## src/hdl/sfa_pkg.sv

```systemverilog
`timescale 1ns / 1ps

package sfa_pkg;

   typedef enum logic [1:0] {
      ST_OK      = 2'd0,
      ST_NOSPACE = 2'd1,
      ST_ERROR   = 2'd2,
      ST_MOVED   = 2'd3
   } status_type;

   localparam logic REQ_CREATE = 1'b0;
   localparam logic REQ_DELETE = 1'b1;

   localparam logic REG_MEMORY_SIZE = 1'b0;
   localparam logic REG_FIT_STRATEGY = 1'b1;

   localparam logic FIT_BEST = 1'b0;

   localparam logic [31:0] MEMORY_SIZE_RESET = 32'd4096;

   typedef struct packed {
      logic        req_type;
      logic [15:0] owner_pid;
      logic [15:0] seg_ident;
      logic [31:0] seg_size;
   } req_item_type;

   typedef struct packed {
      status_type  status;
      logic [31:0] seg_base;
      logic [31:0] moved_from;
      logic [31:0] moved_len;
      logic        last;
   } rsp_item_type;

   typedef struct packed {
      logic [15:0] owner;
      logic [15:0] ident;
      logic [31:0] base;
      logic [31:0] len;
   } slot_entry_type;

   typedef struct packed {
      logic       latch;
      logic       idx_clr;
      logic       idx_inc;
      logic       free_chk;
      logic       del_clr;
      logic       scan_init;
      logic       pass_init;
      logic       pick_chk;
      logic       hole_seg;
      logic       hole_tail;
      logic       comp_init;
      logic       comp_step;
      logic       place;
      logic       emit;
      status_type emit_status;
      logic       emit_base;
   } cmd_type;

   typedef struct packed {
      logic is_delete;
      logic idx_last;
      logic free_found;
      logic del_hit;
      logic have_cand;
      logic slot_valid;
      logic need_move;
      logic out_free;
      logic nospace;
      logic found;
   } stat_type;

endpackage

```

## src/hdl/sfa_ctrl.sv

```systemverilog
`timescale 1ns / 1ps

module sfa_ctrl (
   input  logic             clock,
   input  logic             reset,
   input  logic             req_valid,
   input  sfa_pkg::stat_type stat,
   output logic             busy,
   output sfa_pkg::cmd_type cmd
);

   typedef enum logic [3:0] {
      S_IDLE,
      S_DEL_RD,
      S_DEL_EV,
      S_FREE,
      S_FREE_END,
      S_PASS_RD,
      S_PASS_EV,
      S_PASS_END,
      S_TAIL,
      S_DECIDE,
      S_COMP_RD,
      S_COMP_EV,
      S_PLACE,
      S_FINAL
   } state_type;

   state_type            state_ff, state_in;
   logic                 second_ff, second_in;
   sfa_pkg::status_type  final_ff, final_in;
   logic                 final_base_ff, final_base_in;

   assign busy = (state_ff != S_IDLE);

   always_comb begin
      state_in      = state_ff;
      second_in     = second_ff;
      final_in      = final_ff;
      final_base_in = final_base_ff;
      cmd           = '0;
      cmd.emit_status = sfa_pkg::ST_OK;
      case (state_ff)
         S_IDLE: begin
            if (req_valid) begin
               cmd.latch   = 1'b1;
               cmd.idx_clr = 1'b1;
               state_in    = S_FREE;
            end
         end
         S_FREE: begin
            // delete shares the entry path, branch once the item is latched
            if (stat.is_delete) begin
               state_in = S_DEL_RD;
            end else begin
               cmd.free_chk = 1'b1;
               if (stat.idx_last) begin
                  state_in = S_FREE_END;
               end else begin
                  cmd.idx_inc = 1'b1;
               end
            end
         end
         S_DEL_RD: begin
            state_in = S_DEL_EV;
         end
         S_DEL_EV: begin
            if (stat.del_hit) begin
               cmd.del_clr   = 1'b1;
               final_in      = sfa_pkg::ST_OK;
               final_base_in = 1'b0;
               state_in      = S_FINAL;
            end else if (stat.idx_last) begin
               final_in      = sfa_pkg::ST_ERROR;
               final_base_in = 1'b0;
               state_in      = S_FINAL;
            end else begin
               cmd.idx_inc = 1'b1;
               state_in    = S_DEL_RD;
            end
         end
         S_FREE_END: begin
            if (!stat.free_found) begin
               final_in      = sfa_pkg::ST_ERROR;
               final_base_in = 1'b0;
               state_in      = S_FINAL;
            end else begin
               cmd.scan_init = 1'b1;
               cmd.idx_clr   = 1'b1;
               second_in     = 1'b0;
               state_in      = S_PASS_RD;
            end
         end
         S_PASS_RD: begin
            state_in = S_PASS_EV;
         end
         S_PASS_EV: begin
            cmd.pick_chk = 1'b1;
            if (stat.idx_last) begin
               state_in = S_PASS_END;
            end else begin
               cmd.idx_inc = 1'b1;
               state_in    = S_PASS_RD;
            end
         end
         S_PASS_END: begin
            if (stat.have_cand) begin
               cmd.hole_seg  = 1'b1;
               cmd.pass_init = 1'b1;
               cmd.idx_clr   = 1'b1;
               state_in      = S_PASS_RD;
            end else begin
               state_in = S_TAIL;
            end
         end
         S_TAIL: begin
            cmd.hole_tail = 1'b1;
            state_in      = S_DECIDE;
         end
         S_DECIDE: begin
            if (!second_ff && stat.nospace) begin
               final_in      = sfa_pkg::ST_NOSPACE;
               final_base_in = 1'b0;
               state_in      = S_FINAL;
            end else if (stat.found) begin
               state_in = S_PLACE;
            end else if (!second_ff) begin
               cmd.comp_init = 1'b1;
               cmd.idx_clr   = 1'b1;
               state_in      = S_COMP_RD;
            end else begin
               final_in      = sfa_pkg::ST_ERROR;
               final_base_in = 1'b0;
               state_in      = S_FINAL;
            end
         end
         S_COMP_RD: begin
            state_in = S_COMP_EV;
         end
         S_COMP_EV: begin
            if (!(stat.slot_valid && stat.need_move && !stat.out_free)) begin
               cmd.comp_step = 1'b1;
               if (stat.slot_valid && stat.need_move) begin
                  cmd.emit        = 1'b1;
                  cmd.emit_status = sfa_pkg::ST_MOVED;
               end
               if (stat.idx_last) begin
                  cmd.scan_init = 1'b1;
                  cmd.idx_clr   = 1'b1;
                  second_in     = 1'b1;
                  state_in      = S_PASS_RD;
               end else begin
                  cmd.idx_inc = 1'b1;
                  state_in    = S_COMP_RD;
               end
            end
         end
         S_PLACE: begin
            cmd.place     = 1'b1;
            final_in      = sfa_pkg::ST_OK;
            final_base_in = 1'b1;
            state_in      = S_FINAL;
         end
         S_FINAL: begin
            if (stat.out_free) begin
               cmd.emit        = 1'b1;
               cmd.emit_status = final_ff;
               cmd.emit_base   = final_base_ff;
               state_in        = S_IDLE;
            end
         end
         default: begin
            state_in = S_IDLE;
         end
      endcase
   end

   always_ff @(posedge clock) begin
      if (reset) begin
         state_ff      <= S_IDLE;
         second_ff     <= 1'b0;
         final_ff      <= sfa_pkg::ST_OK;
         final_base_ff <= 1'b0;
      end else begin
         state_ff      <= state_in;
         second_ff     <= second_in;
         final_ff      <= final_in;
         final_base_ff <= final_base_in;
      end
   end

endmodule

```

## src/hdl/sfa_datapath.sv

```systemverilog
`timescale 1ns / 1ps

module sfa_datapath #(
   parameter int SEGMENT_SLOTS = 16
) (
   input  logic                  clock,
   input  logic                  reset,
   input  sfa_pkg::req_item_type req_data,
   input  logic [31:0]           memory_size,
   input  logic                  fit_strategy,
   input  sfa_pkg::cmd_type      cmd,
   output sfa_pkg::stat_type     stat,
   output logic                  rsp_valid,
   input  logic                  rsp_stall,
   output sfa_pkg::rsp_item_type rsp_data
);

   localparam int IDX_W = $clog2(SEGMENT_SLOTS);
   // compaction cursor can add up every slot length
   localparam int CUR_W = 33 + IDX_W;

   sfa_pkg::slot_entry_type mem [SEGMENT_SLOTS];
   sfa_pkg::slot_entry_type rd_ff;
   logic                    wr_en;
   logic [IDX_W-1:0]        wr_addr;
   sfa_pkg::slot_entry_type wr_data;

   logic [SEGMENT_SLOTS-1:0] valid_ff;
   sfa_pkg::req_item_type    item_ff;
   logic [IDX_W-1:0]         idx_ff;
   logic [IDX_W-1:0]         free_idx_ff;
   logic                     free_found_ff;

   logic [CUR_W-1:0] cursor_ff;
   logic [32:0]      total_ff;
   logic             found_ff;
   logic [31:0]      best_ff;
   logic [31:0]      best_base_ff;
   logic             have_prev_ff;
   logic [31:0]      prev_base_ff;
   logic [IDX_W-1:0] prev_idx_ff;
   logic             have_cand_ff;
   logic [31:0]      cand_base_ff;
   logic [31:0]      cand_len_ff;
   logic [IDX_W-1:0] cand_idx_ff;

   logic                  rsp_valid_ff;
   sfa_pkg::rsp_item_type rsp_ff;

   logic             cur_valid;
   logic             out_free;
   logic [CUR_W-1:0] seg_end;
   logic [CUR_W-1:0] base_ext;
   logic             gap;
   logic [31:0]      hs;
   logic             fit;
   logic             better;
   logic             after_prev;
   logic             before_cand;

   assign cur_valid = valid_ff[idx_ff];
   assign out_free  = !rsp_valid_ff || !rsp_stall;
   assign base_ext  = CUR_W'(rd_ff.base);
   assign seg_end   = CUR_W'(cand_base_ff) + CUR_W'(cand_len_ff);

   always_comb begin
      gap = 1'b0;
      hs  = '0;
      if (cmd.hole_tail) begin
         gap = cursor_ff < CUR_W'(memory_size);
         hs  = memory_size - cursor_ff[31:0];
      end else begin
         gap = CUR_W'(cand_base_ff) > cursor_ff;
         hs  = cand_base_ff - cursor_ff[31:0];
      end
      fit = gap && (hs >= item_ff.seg_size);
      if (fit_strategy == sfa_pkg::FIT_BEST) begin
         better = !found_ff || (hs < best_ff);
      end else begin
         better = !found_ff || (hs > best_ff);
      end
   end

   // next slot in (base, slot) order after the previous one
   assign after_prev = !have_prev_ff || (rd_ff.base > prev_base_ff) ||
                       ((rd_ff.base == prev_base_ff) && (idx_ff > prev_idx_ff));
   assign before_cand = !have_cand_ff || (rd_ff.base < cand_base_ff) ||
                        ((rd_ff.base == cand_base_ff) && (idx_ff < cand_idx_ff));

   always_comb begin
      stat.is_delete  = (item_ff.req_type == sfa_pkg::REQ_DELETE);
      stat.idx_last   = (idx_ff == IDX_W'(SEGMENT_SLOTS - 1));
      stat.free_found = free_found_ff;
      stat.del_hit    = cur_valid && (rd_ff.owner == item_ff.owner_pid) &&
                        (rd_ff.ident == item_ff.seg_ident);
      stat.have_cand  = have_cand_ff;
      stat.slot_valid = cur_valid;
      stat.need_move  = (base_ext != cursor_ff);
      stat.out_free   = out_free;
      stat.nospace    = total_ff < {1'b0, item_ff.seg_size};
      stat.found      = found_ff;
   end

   always_comb begin
      wr_en   = 1'b0;
      wr_addr = idx_ff;
      wr_data = rd_ff;
      if (cmd.place) begin
         wr_en         = 1'b1;
         wr_addr       = free_idx_ff;
         wr_data.owner = item_ff.owner_pid;
         wr_data.ident = item_ff.seg_ident;
         wr_data.base  = best_base_ff;
         wr_data.len   = item_ff.seg_size;
      end else if (cmd.comp_step && cur_valid && stat.need_move) begin
         wr_en        = 1'b1;
         wr_data.base = cursor_ff[31:0];
      end
   end

   always_ff @(posedge clock) begin
      if (wr_en) begin
         mem[wr_addr] <= wr_data;
      end
      rd_ff <= mem[idx_ff];
   end

   always_ff @(posedge clock) begin
      if (reset) begin
         valid_ff <= '0;
      end else if (cmd.del_clr) begin
         valid_ff[idx_ff] <= 1'b0;
      end else if (cmd.place) begin
         valid_ff[free_idx_ff] <= 1'b1;
      end
   end

   always_ff @(posedge clock) begin
      if (reset) begin
         idx_ff        <= '0;
         free_found_ff <= 1'b0;
      end else begin
         if (cmd.idx_clr) begin
            idx_ff <= '0;
         end else if (cmd.idx_inc) begin
            idx_ff <= idx_ff + 1'b1;
         end
         if (cmd.latch) begin
            free_found_ff <= 1'b0;
         end else if (cmd.free_chk && !cur_valid && !free_found_ff) begin
            free_found_ff <= 1'b1;
         end
      end
   end

   always_ff @(posedge clock) begin
      if (cmd.latch) begin
         item_ff <= req_data;
      end
      if (cmd.free_chk && !cur_valid && !free_found_ff) begin
         free_idx_ff <= idx_ff;
      end
   end

   always_ff @(posedge clock) begin
      if (reset) begin
         cursor_ff    <= '0;
         total_ff     <= '0;
         found_ff     <= 1'b0;
         have_prev_ff <= 1'b0;
         have_cand_ff <= 1'b0;
      end else begin
         if (cmd.scan_init || cmd.comp_init) begin
            cursor_ff <= '0;
         end else if (cmd.hole_seg) begin
            if (seg_end > cursor_ff) begin
               cursor_ff <= seg_end;
            end
         end else if (cmd.comp_step && cur_valid) begin
            cursor_ff <= cursor_ff + CUR_W'(rd_ff.len);
         end
         if (cmd.scan_init) begin
            total_ff     <= '0;
            found_ff     <= 1'b0;
            have_prev_ff <= 1'b0;
            have_cand_ff <= 1'b0;
         end else begin
            if (cmd.hole_seg || cmd.hole_tail) begin
               if (gap) begin
                  total_ff <= total_ff + 33'(hs);
               end
               if (fit && better) begin
                  found_ff <= 1'b1;
               end
            end
            if (cmd.hole_seg) begin
               have_prev_ff <= 1'b1;
            end
            if (cmd.pass_init) begin
               have_cand_ff <= 1'b0;
            end else if (cmd.pick_chk && cur_valid && after_prev && before_cand) begin
               have_cand_ff <= 1'b1;
            end
         end
      end
   end

   always_ff @(posedge clock) begin
      if ((cmd.hole_seg || cmd.hole_tail) && fit && better) begin
         best_ff      <= hs;
         best_base_ff <= cursor_ff[31:0];
      end
      if (cmd.hole_seg) begin
         prev_base_ff <= cand_base_ff;
         prev_idx_ff  <= cand_idx_ff;
      end
      if (cmd.pick_chk && cur_valid && after_prev && before_cand) begin
         cand_base_ff <= rd_ff.base;
         cand_len_ff  <= rd_ff.len;
         cand_idx_ff  <= idx_ff;
      end
   end

   always_ff @(posedge clock) begin
      if (reset) begin
         rsp_valid_ff <= 1'b0;
      end else if (cmd.emit) begin
         rsp_valid_ff <= 1'b1;
      end else if (!rsp_stall) begin
         rsp_valid_ff <= 1'b0;
      end
   end

   always_ff @(posedge clock) begin
      if (cmd.emit) begin
         rsp_ff.status <= cmd.emit_status;
         rsp_ff.last   <= (cmd.emit_status != sfa_pkg::ST_MOVED);
         if (cmd.emit_status == sfa_pkg::ST_MOVED) begin
            rsp_ff.seg_base   <= cursor_ff[31:0];
            rsp_ff.moved_from <= rd_ff.base;
            rsp_ff.moved_len  <= rd_ff.len;
         end else begin
            rsp_ff.seg_base   <= cmd.emit_base ? best_base_ff : '0;
            rsp_ff.moved_from <= '0;
            rsp_ff.moved_len  <= '0;
         end
      end
   end

   assign rsp_valid = rsp_valid_ff;
   assign rsp_data  = rsp_ff;

endmodule

```

## src/hdl/segment_fit_allocator.sv

```systemverilog
`timescale 1ns / 1ps

// Segment table allocator. A create or delete request arrives on the req_
// channel (valid/stall) and produces one or more result items on rsp_.
// A delete gives one item: ok if an entry with matching owner and ident was
// freed, error otherwise. A create gives one final item (ok with the base,
// no space, or error) that may follow a run of moved items, one for each
// segment relocated by compaction; last marks the final item.
// A create first searches for a free slot, then walks the holes in base
// order by a min-search over the slot table through its single read port,
// one pass for each valid segment and one more. Compaction adds a pass
// over the slots and a second hole walk.
// One request is worked at a time; req_stall is high until the final item
// is loaded into the output register, which then frees the input side.
// A stall on rsp_ holds the output item and pauses compaction at the next move.
// Reset empties the table and loads memory_size 4096, fit_strategy best fit.
// Registers via csr_: 0x0 memory_size, 0x4 fit_strategy.
module segment_fit_allocator #(
   parameter int SEGMENT_SLOTS = 16
) (
   input  logic                  clock,
   input  logic                  reset,
   input  logic                  req_valid,
   output logic                  req_stall,
   input  sfa_pkg::req_item_type req_data,
   output logic                  rsp_valid,
   input  logic                  rsp_stall,
   output sfa_pkg::rsp_item_type rsp_data,
   input  logic                  csr_psel,
   input  logic                  csr_penable,
   input  logic                  csr_pwrite,
   input  logic [2:0]            csr_paddr,
   input  logic [31:0]           csr_pwdata,
   output logic [31:0]           csr_prdata,
   output logic                  csr_pready
);

   logic [31:0]       memory_size_ff;
   logic              fit_strategy_ff;
   logic              busy;
   sfa_pkg::cmd_type  cmd;
   sfa_pkg::stat_type stat;

   assign csr_pready = 1'b1;
   assign req_stall  = busy;

   always_ff @(posedge clock) begin
      if (reset) begin
         memory_size_ff  <= sfa_pkg::MEMORY_SIZE_RESET;
         fit_strategy_ff <= sfa_pkg::FIT_BEST;
      end else if (csr_psel && csr_penable && csr_pwrite) begin
         case (csr_paddr[2])
            sfa_pkg::REG_MEMORY_SIZE: memory_size_ff  <= csr_pwdata;
            sfa_pkg::REG_FIT_STRATEGY: fit_strategy_ff <= csr_pwdata[0];
            default: ;
         endcase
      end
   end

   always_comb begin
      case (csr_paddr[2])
         sfa_pkg::REG_MEMORY_SIZE: csr_prdata = memory_size_ff;
         sfa_pkg::REG_FIT_STRATEGY: csr_prdata = {31'd0, fit_strategy_ff};
         default: csr_prdata = '0;
      endcase
   end

   sfa_ctrl u_ctrl (
      .clock     (clock),
      .reset     (reset),
      .req_valid (req_valid),
      .stat      (stat),
      .busy      (busy),
      .cmd       (cmd)
   );

   sfa_datapath #(
      .SEGMENT_SLOTS (SEGMENT_SLOTS)
   ) u_datapath (
      .clock        (clock),
      .reset        (reset),
      .req_data     (req_data),
      .memory_size  (memory_size_ff),
      .fit_strategy (fit_strategy_ff),
      .cmd          (cmd),
      .stat         (stat),
      .rsp_valid    (rsp_valid),
      .rsp_stall    (rsp_stall),
      .rsp_data     (rsp_data)
   );

`ifndef NO_ASSERTIONS
   a_busy_after_accept: assert property (@(posedge clock) disable iff (reset)
      (req_valid && !req_stall) |=> req_stall)
      else $error("block took an item without going busy");

   a_last_marks_final: assert property (@(posedge clock) disable iff (reset)
      rsp_valid |-> (rsp_data.last == (rsp_data.status != sfa_pkg::ST_MOVED)))
      else $error("last flag disagrees with status");

   a_move_not_final: assert property (@(posedge clock) disable iff (reset)
      (rsp_valid && !rsp_stall && (rsp_data.status == sfa_pkg::ST_MOVED)) |-> req_stall)
      else $error("moved item delivered while the block is idle");
`endif

endmodule

```

## config.mk

```make
export PLATFORM = sky130hd
export DESIGN_NAME = segment_fit_allocator
export DESIGN_NICKNAME = d
export VERILOG_FILES = /design/src/hdl/sfa_pkg.sv /design/src/hdl/sfa_ctrl.sv /design/src/hdl/sfa_datapath.sv /design/src/hdl/segment_fit_allocator.sv
export SDC_FILE = /design/constraint.sdc
export NUM_CORES = 2
export LEC_CHECK = 0
export BUFFER_PORTS_ARGS = -buffer_cell sky130_fd_sc_hd__buf_2
export CAP_MARGIN = 20
export CORE_MARGIN = 1.5
export CORE_UTILIZATION = 59
export CTS_BUF_LIST = sky130_fd_sc_hd__clkbuf_4 sky130_fd_sc_hd__clkbuf_8
export DETAILED_ROUTE_END_ITERATION = 8
export PLACE_DENSITY = 0.79
export SLEW_MARGIN = 40
export SYNTH_ARGS = -nofsm -noshare
export SYNTH_HDL_FRONTEND = slang
export SYNTH_SLANG_ARGS = --single-unit
```

## constraint.sdc

```tcl
create_clock -name clock -period 9.1 [get_ports clock]
set_clock_uncertainty 0.2 [all_clocks]
set_input_delay 1.82 -clock clock [delete_from_list [all_inputs] [get_ports clock]]
set_output_delay 1.82 -clock clock [all_outputs]
set_load 0.02 [all_outputs]
```

==> summary.md <==
| Metric | Value |
|---|---|
| Starting Density | 59.34% |
| ANT nets after route | 0 |
| Syn_area_per_cell | 16.07 um^2 |
| Register clock-pin slew on the reported worst setup and hold paths | 0.06 ns |
| Post-synth EDFFs | 1872 |
| Vias after detailed routing | 55477 |
| # fillers | 9915 |
| Storage cell area | 0.06087 mm^2 |
| Worst Path Required | 9.50 ns |
| Pre-CTS setup slack | 1.363 ns |
| Final Critical Period | 7.870 ns |
| Synth Net Count | 6179 |
| WL per Instance | 30.02 um |
| Max-slew violations | 0 |
| Distinct cell type count after synthesis | 88 |
| Core Box Area | 0.1537 mm^2 |
| Primary FF master, synth | edfxtp_1 |
| Vias per cell | 6.505 |
| Relative slew margins | 41.21% |
| Cell area after synthesis | 0.09119 mm^2 |
| Post-synth ARST share | 0% |
| Cells after synthesis | 5675 |
| Max FO, Critical Path | 61 |
| Critical path class | flip-flop to flip-flop |
| Top delay family on crit path | compound AO/OA/AOI/OAI gates |
| Worst EP arrival | 8.27 ns |
| Fmax | 0.1271 GHz |
| Horiz. Die Dim | 396.1 um |
| CP bufs+invs | 2 |
| Fin crit share | 86.48% |
| Ratio of cells with drive above 1 in the final layout | 23.74% |
| Area taken by multi-input logic gates | 0.02883 mm^2 |
| 1st-iter DRT viols | 7200 |
| Cell Chain, Critical Path | nand2b_1 -> nor3_2 -> buf_4 -> o21ai_0 -> fa_1 -> a21o_1 -> a21oi_1 -> o21ai_0 -> a41oi_2 -> o211a_1 -> o21ai_1 -> a2111oi_2 -> nor2_1 -> xor2_1 -> ha_1 -> a21o_1 -> a21oi_1 -> o21ai_0 -> a21o_1 -> a21oi_1 -> o211ai_1 -> mux2_2 -> a21oi_4 -> buf_4 |
| H-tree Lvls | 5 |
| Grt total ovfl | 0 |
| YS warnings | 0 |
| CTS resizes | 0 |
| Reg2reg setup slack | 1.23 ns |
| Cts hold-fix bufs | 0 |
| Worst Hold Class | flip-flop to flip-flop |
| RSZ-0062 raised after global routing | false |
| Layout Nets | 6713 |
| Post-DP HPWL | 162.1 mm |
| Number of port buffers | 237 |
| DIE HEIGHT | 396.1 um |
| GP Congestion | 0.9784 |
| Worst vdd ir | 0.1707 mV |
| CTS Buffer Depth | 4 |
| Row count | 144 |
| Largest net degree at the start of global routing | 93 |
| Max incr delay on CP | 0.58 ns |
| Crit start category | flip-flop |
| Final setup fails | 0 |
| Vias in the first global route | 54706 |
| I/O pins | 241 |
| Total negative slack | 0 ns |
| First-pass GRT wire length | 364.5 mm |
| Worst setup margin | 1.230 ns |
| First-pass DRT Iterations | 5 |
| Sequential element share of the synthesized area | 66.74% |
| CTS tree | built |
| Status | complete, no violations |
| Clock latency on the worst-skew pair | 1.07 ns |
| Final Hold Fails | 0 |
| Power Density | 212.7 mW/mm^2 |
| Num Clock Sinks | 2104 |
| Drt drc | 0 |
| CTS buffer count | 345 |
| Syn-to-layout area delta | 13.05% |
| Total routed wirelength | 256.0 mm |
| Clk root buf | clkbuf_8 |
| Slew @ Worst Pin | 0.8818 ns |
| Synth Register Bits | 2104 |
| Number of antenna violations at the first check in global routing | 24 |
| Max_cap viols | 0 |
| DIE AREA | 0.1569 mm^2 |
| Leakage power | 35.56 nW |
| Slowest cell on the critical path | a2111oi_2 |
| CP endpoint kind | flip-flop |
| Post-CTS Setup Repair Bufs | 0 |
| Overall Global Routing Usage | 32.24% |
stage by stage:
step                      instances  hold slack [ns]  instance area, um^2  power [W]  util (%)
final                          8529           0.2453               103100    0.02193     67.08
after global routing           8520           0.2677               103100    0.02258     67.06
after CTS                      8514           0.2468               103000    0.02198     67.01
after detailed placement       7903           0.2278                95930    0.01361     62.42
after global placement         7890           0.2303                95520    0.01352     62.15
after floorplan                5675           0.2204                91200    0.01278         -
worst register-to-register path, cell delays in order (launching register included):
cell and delay [ns]:
dfxtp_1 0.31, nand2b_1 0.26, nor3_2 0.41, buf_4 0.52
o21ai_0 0.25, fa_1 0.44, a21o_1 0.21, a21oi_1 0.27
o21ai_0 0.20, a41oi_2 0.41, o211a_1 0.23, o21ai_1 0.15
a2111oi_2 0.58, nor2_1 0.13, xor2_1 0.45, ha_1 0.35
a21o_1 0.17, a21oi_1 0.12, o21ai_0 0.09, a21o_1 0.18
a21oi_1 0.38, o211ai_1 0.17, mux2_2 0.33, a21oi_4 0.15
buf_4 0.50
registers in the layout (all words and copies together) (netlist names), 32 cells and up:
signal and count:
u_datapath.item_ff 64, u_datapath.best_ff 32, u_datapath.cand_len_ff 32, u_datapath.best_base_ff 32, u_datapath.mem 1536, u_datapath.cursor_ff 37, u_datapath.prev_base_ff 32, memory_size_ff 32
u_datapath.rd_ff 64, u_datapath.rsp_data 99, u_datapath.base_ext 32, u_datapath.total_ff 33, u_datapath.cand_base_ff 32
where the power goes:
part           switching (W)  internal, W
logic                0.00129     0.000995
clock network        0.00372      0.00476
registers           0.000259       0.0109
logic make-up (layout without fill, tap and decap cells):
group	after synthesis	after routing	share of synthesized area, %
buffers and inverters	468	1266	1.983
DFF	2104	2104	66.74
other	1	13	0.004112
AOI/OAI and AO/OA	909	909	6.166
adders and majority gates	397	397	5.480
xor gates and xnor gates	176	176	1.690
and+or+nand+nor	1101	1101	5.586
muxes	519	519	12.35
worst paths after layout:
check / cells past startpoint / end / startpoint
worst max-delay path: 24 / u_datapath.best_base_ff[25]$_DFFE_PP_ / u_ctrl.state_ff[0]$_SDFFE_PP0P_
worst min-delay path: 0 / u_datapath.prev_idx_ff[2]$_DFFE_PP_ / u_datapath.cand_idx_ff[2]$_DFFE_PP_
worst max register to register: 24 / u_datapath.best_base_ff[25]$_DFFE_PP_ / u_ctrl.state_ff[0]$_SDFFE_PP0P_
worst min register to register: 0 / u_datapath.prev_idx_ff[2]$_DFFE_PP_ / u_datapath.cand_idx_ff[2]$_DFFE_PP_
placed cells by master, fill, tap and decap left out, drive strengths merged, types with 89 or more instances in the layout:
master | netlist | routed
a21o | 114 | 114
nand2 | 417 | 417
a21oi | 273 | 273
dfxtp | 232 | 232
nor2 | 263 | 263
inv | 250 | 252
o21ai | 273 | 273
nand3 | 90 | 90
xnor2 | 109 | 109
buf | 60 | 405
mux4 | 485 | 485
ha | 393 | 393
edfxtp | 1872 | 1872
clkbuf | 158 | 494
clkinv | 0 | 89
layout make-up:
cell class,instances,share of cell area (%)
Multi-Input combinational cell,3103,27.96
Sequential cell,2104,59.05
Tap cell,2044,2.481
Antenna cell,12,0.02913
Timing Repair Buffer,405,2.721
Inverter,250,0.9103
Clock inverter,117,0.9722
Clock buffer,494,5.873
cells in the mapped netlist, drive strengths merged (72+ instances only):
cell type | count | share of area (%)
a21oi | 273 | 1.5
xnor2 | 109 | 1.0
edfxtp | 1872 | 62
a21o | 114 | 0.94
clkbuf | 158 | 0.65
mux4 | 485 | 12
dfxtp | 232 | 5.1
nor2 | 263 | 1.1
nand3 | 90 | 0.50
ha | 393 | 5.4
o21ai | 273 | 1.5
and2 | 72 | 0.49
inv | 250 | 1.0
nand2 | 417 | 1.7
layer usage:
metal	global-route usage [%]	up-vias	wire, um
li1	-	23343	-
met1	45.27	27976	97660
met2	50.30	3594	120500
met3	6.177	562	27400
met4	12.87	2	10450
met5	0	-	7
(Power assumes the default switching activity.)
